### config.mk
export PLATFORM = sky130hd
export DESIGN_NAME = fbsg_div_chain
export DESIGN_NICKNAME = d
export VERILOG_FILES = /design/src/hdl/fbsg_div_cell.sv /design/src/hdl/fbsg_div_chain.sv
export SDC_FILE = /design/constraint.sdc
export NUM_CORES = 2
export LEC_CHECK = 0
export ABC_AREA = 1
export BUFFER_PORTS_ARGS = -buffer_cell sky130_fd_sc_hd__clkbuf_2
export CAP_MARGIN = 20
export CORE_MARGIN = 3
export CORE_UTILIZATION = 50
export CTS_CLUSTER_DIAMETER = 150
export DETAILED_ROUTE_END_ITERATION = 8
export PLACE_DENSITY = 0.74
export SYNTH_ARGS = -nofsm -noshare
export SYNTH_HDL_FRONTEND = slang
export SYNTH_SLANG_ARGS = --single-unit
### constraint.sdc
create_clock -name clk -period 9.3 [get_ports clk]
set_input_delay 0.93 -clock clk [delete_from_list [all_inputs] [get_ports clk]]
set_output_delay 0.93 -clock clk [all_outputs]
set_load 0.005 [all_outputs]
### src/hdl/fbsg_div_cell.sv
// One restoring quotient bit: shifts in the next dividend bit.
module fbsg_div_cell #(
  parameter int unsigned NumW = 32,
  parameter int unsigned DenW = 8
) (
  input  logic            clk,
  input  logic            en,
  input  logic [DenW-1:0] den_i,
  input  logic [DenW-1:0] rem_i,
  input  logic [NumW-1:0] num_i,
  output logic [DenW-1:0] den_o,
  output logic [DenW-1:0] rem_o,
  output logic [NumW-1:0] num_o
);
  logic [DenW:0]   trial;
  logic [DenW:0]   diff;
  logic [DenW-1:0] rem_nxt;
  logic [NumW-1:0] num_nxt;
  logic [DenW-1:0] rem_r;
  logic [NumW-1:0] num_r;
  logic [DenW-1:0] den_r;

  always_comb begin
    trial = {rem_i, num_i[NumW-1]};
    diff  = trial - {1'b0, den_i};
    if (!diff[DenW]) begin
      rem_nxt = diff[DenW-1:0];
      num_nxt = {num_i[NumW-2:0], 1'b1};
    end else begin
      rem_nxt = trial[DenW-1:0];
      num_nxt = {num_i[NumW-2:0], 1'b0};
    end
  end

  always_ff @(posedge clk) begin
    if (en) begin
      rem_r <= rem_nxt;
      num_r <= num_nxt;
      den_r <= den_i;
    end
  end

  assign rem_o = rem_r;
  assign num_o = num_r;
  assign den_o = den_r;
endmodule

### src/hdl/fbsg_div_chain.sv
// Row of divider cells, one quotient bit per cell, with sideband riding along.
module fbsg_div_chain #(
  parameter int unsigned NumW = 32,
  parameter int unsigned DenW = 8,
  parameter int unsigned SideW = 8
) (
  input  logic             clk,
  input  logic             rst_n,
  input  logic             en,
  input  logic [NumW-1:0]  num_i,
  input  logic [DenW-1:0]  den_i,
  input  logic [SideW-1:0] side_i,
  output logic [NumW-1:0]  quo_o,
  output logic [SideW-1:0] side_o
);
  logic [DenW-1:0]  den_w  [NumW+1];
  logic [DenW-1:0]  rem_w  [NumW+1];
  logic [NumW-1:0]  num_w  [NumW+1];
  logic [SideW-1:0] side_r [NumW];

  assign den_w[0] = den_i;
  assign rem_w[0] = '0;
  assign num_w[0] = num_i;

  for (genvar i = 0; i < NumW; i++) begin : g_cell
    fbsg_div_cell #(.NumW(NumW), .DenW(DenW)) u_cell (
      .clk(clk), .en(en),
      .den_i(den_w[i]), .rem_i(rem_w[i]), .num_i(num_w[i]),
      .den_o(den_w[i+1]), .rem_o(rem_w[i+1]), .num_o(num_w[i+1])
    );
    if (i == 0) begin : g_first
      always_ff @(posedge clk) begin
        if (!rst_n) side_r[0] <= '0;
        else if (en) side_r[0] <= side_i;
      end
    end else begin : g_rest
      always_ff @(posedge clk) begin
        if (!rst_n) side_r[i] <= '0;
        else if (en) side_r[i] <= side_r[i-1];
      end
    end
  end

  assign quo_o  = num_w[NumW];
  assign side_o = side_r[NumW-1];
endmodule

; ---- Yosys cells after proc, flatten, opt, wreduce, memory -nomap -nowiden
; Memories as Yosys holds them, arrays and structs flattened.
; Cells that the tools add are included.
; W data, S select, Z words.
[totals]
regBits = 1520
mem_bits_rw = 256
in_bits = 51
output_inout_bits = 40
wordCells = 259
n_memories = 1
[classes]
addsub = 32
mux = 99
bitwise = 32
[mem_list]
columns = name, depth, word_bits, read_ports, rd_ports_with_merged_regs, write_ports, line
row1 = side_r, 32, 8, 32, 0, 32, fbsg_div_chain.sv:19  ; logic [SideW-1:0] side_r [NumW];
[ops]
columns = op, count
row1 = $mux W8, 62
row2 = $sub A9 B8 Y9, 31
row3 = $mux W1, 37
row4 = $or A1 B1 Y1, 32
row5 = $sub A1 B8 Y9, 1

; ---- Depth between registers and ports, before layout
[logic_depth]
depth_word = 4
mapped_depth = 12
ltp_nobuf = 12

; ---- By module
; A second synthesis with hierarchy kept.
[unflattened]
cells_unflattened = 5736
area_unflattened_um2 = 75618.8
[by_module_without_submodules]
columns = mod, n_inst, cells_each, area_per_inst_um2, seq_area_each_um2
row1 = fbsg_div_cell at g_cell[14].u_cell ..., 12, 153, 2037.0, 1441.4
row2 = fbsg_div_cell at g_cell[21].u_cell ..., 10, 157, 2092.0, 1441.4
row3 = fbsg_div_cell at g_cell[0].u_cell ..., 10, 153, 2031.9, 1441.4
row4 = fbsg_div_chain, 1, 800, 9935.8, 7687.4

; ---- Worst setup path after synthesis
; No wires, ideal clock.
[synth_path]
path_type = input to register
from = input port en
to = memory side_r[0][0], enable pin
setup_ns = 1.944
t_arrival_ns = 5.082
t_required_ns = 7.356
slack_ns = 2.275
stages = 2
n_path_buf = 0
path_cell_list = inv_1 nand2_1
[synth_rtl]
columns = element, line
row1 = from (decl), fbsg_div_chain.sv:9  ; input logic en,
row2 = to (decl), fbsg_div_chain.sv:19

; ---- Worst setup path in the final report
[layout_path]
from = input port en
to = register g_cell[14].u_cell.den_r[3], enable pin
[layout_rtl]
columns = element, line
row1 = to (signal assigned), fbsg_div_cell.sv:39  ; den_r <= den_i;
row2 = to (decl), fbsg_div_cell.sv:21  ; logic [DenW-1:0] den_r;
; No word-level cell between the ends.

==> metrics.txt <==
outcome=finished, final reports clean; num ports=91; Yosys Warn Count=0; Via density=4.774; Die Footprint=0.1529 mm^2; post-CTS setup buffers=0; crit-path max FO=195; Seq/Total Area, Yosys=71.93%; Worst setup SP type=input pin; fin. max-slew vios=0; Critical Path Max Stage Delay=840 ps; WL/cell=13.33 um; CP Capture Type=register; Post-Syn Area=0.07415 mm^2; Yosys cell types=33; Slew @ Worst Pin=1092 ps; reg-to-reg endpoint=g_cell[24].u_cell.rem_o[7]$_DFFE_PP_; met1 global-route usage=18.62%; Max Buffers Root-to-Sink=3; largest net degree at the start of global routing=203; Post-DP Area=0.07702 mm^2; Setup violations, final=0; CTS tree=yes; commonest cells after routing, fill and taps aside=1776 x edfxtp_1, 1139 x nand2_1, 950 x inv_1; Peak VDD IR=0.1849 mV; Tot Pwr=24.61 mW; fin area=0.08282 mm^2; CTS Buf Count=178; row count=140; first-pass GRT wire length=178300 um; cell mode on critical path=buf_12; Port Buffer Count=90; drt first pass iters=7; Root Buffer=clkbuf_16; DR DRC count=0; final worst path period need=3724 ps; worst r2r src=g_cell[23].u_cell.num_o[31]$_DFFE_PP_; Yosys reg bits=1776; chip width=391.1 um; Die Y=391.1 um; placed cell count=7573; clk sinks=1776; Remaining Overflow, GRT=0; Detailed Place HPWL=66540 um; Initial Util=50.63%; Core Region=0.1464 mm^2; initial antenna violation count=2; non-filler cells, final=7900; setup slack on the worst flop-to-flop path=7140 ps; DR vias=37710; GRT Overall Usage=14.08%; GPL Wtd Cong=0.8174; Syn-to-layout area delta=11.70%; ANT cells=0; vias in the first global route=37290; Post-CTS Hold Buffers=0; worst-path cell chain=buf_12 > buf_4 > buf_12 > buf_12; final hold vios=0; hold_sp=num_i[9]; Fillers=11470; DRT Wirelength=105300 um; met3 Use GR=2.763%; Synth area leaders=edfxtp_1 72%, nand2_1 5.8%, inv_1 4.8%; P per Cell Area=297.1 mW/mm^2; H-Tree Depth=4; met2 Track Usage GR=23.38%; Final nets=6166; critical path class=input pin to register; RSZ-0062 raised after global routing=false; Pleak=34.31 nW; Routed Antenna Nets=0; setup TNS=0 ps; hold path endpoint=g_cell[0].u_cell.num_o[10]$_DFFE_PP_; Max-cap violations=0; Max-Slew Margin vs Limit=27.22%; Initial DRC Count=2405; required time of the critical path=9660 ps; clk slew on worst S/H paths=60 ps; fmax=268.5 MHz; Mapped Cells=5587; CTS resizes=0; ratio of cells with drive above 1 in the final layout=13.62%; Final Skew=30.89 ps; most common cell after layout, fill and taps aside=edfxtp_1; average cell area after synthesis=13.27 um^2; clock insertion delay at the later pin of the skew report=770 ps; Hold Path Cell Cnt=1; worst hold path class=input pin to register; Tcrit/Tclk final=40.04%; Reg2Reg Depth=12; Slowest cell on crit path=buf_4; Worst EP arrival=4090 ps; cell accounting for the most synthesized area=edfxtp_1; top cell type's share of synthesized area=71.93%; GR peak layer=met2
metal layers:
layer	wire length, um	vias to the layer above
met5	0	-
met4	2899	0
met3	4582	234
met2	50760	612
met1	47030	17720
li1	-	19150
critical path, delay by kind of cell:
family	cells	cell delay, ps
buf+inv	4	2620
where the power goes:
group	total, mW	internal (mW)	switching [mW]
combinational	6.78	2.47	4.32
sequential	10.9	10.3	0.547
clock	6.96	4.03	2.93
synthesized netlist by cell type, drive strengths merged:
| library cell | number |
|---|---|
| inv | 967 |
| o21a | 1 |
| nand3 | 422 |
| nor2 | 383 |
| fa | 30 |
| nand2 | 1446 |
| a21oi | 80 |
| clkbuf | 4 |
| edfxtp | 1776 |
| nor3 | 1 |
| o21ai | 1 |
| nor3b | 1 |
| ha | 249 |
| buf | 32 |
| nand4 | 17 |
| or2 | 43 |
| conb | 1 |
| nand3b | 43 |
| xnor2 | 43 |
| xor2 | 47 |
state kept, by name (all words and copies together) (netlist names):
signal / count
g_cell.u_cell.num_o: 1024
side_r: 256
g_cell.u_cell.den_o: 248
g_cell.u_cell.rem_o: 248
worst max-delay path by stage:
stage,startpoint,to,slack (ps)
2_1_floorplan,en,side_r[0][0]$_SDFFCE_PN0P_,2270
3_3_place_gp,en,g_cell[31].u_cell.num_o[19]$_DFFE_PP_,4950
3_5_place_dp,en,g_cell[14].u_cell.num_o[26]$_DFFE_PP_,4840
4_1_cts,en,g_cell[6].u_cell.num_o[7]$_DFFE_PP_,5670
5_1_grt,en,g_cell[15].u_cell.rem_o[0]$_DFFE_PP_,5370
6_report,en,g_cell[14].u_cell.den_o[3]$_DFFE_PP_,5580
through the flow:
| stage | worst slack [ps] | util [%] | hold WS, ps |
|---|---|---|---|
| final | 5576 | 56.56 | 333.3 |
| after global routing | 5375 | 56.56 | 270.6 |
| after CTS | 5674 | 56.56 | 249.4 |
| after detailed placement | 4838 | 52.60 | 404.5 |
| after global placement | 4948 | 52.60 | 400.1 |
| after floorplan | 2275 | - | 400.3 |
area by class of cell:
class                      count  area, um^2  area share, %
inverter                     967        3630          4.383
tap                         1917        2399          2.896
sequential                  1776       53330          64.39
clock inverter               118        1166          1.408
timing repair buffer         103       650.6         0.7856
clock buffer                 209        4634          5.596
multi-input combinational   2810       17010          20.54
cells by family (layout without fill, tap and decap cells):
logic type      after synthesis  count (layout)  synth area share, %
simple gates               2356            2356                15.93
flops                      1776            1776                71.93
buf+inv                    1003            1397                5.159
fa+ha+maj                   279             279                5.012
xor+xnor                     90              90                1.063
compound gates               82              82               0.9011
other cells                   1               3             0.005058
(Power assumes the default switching activity.)
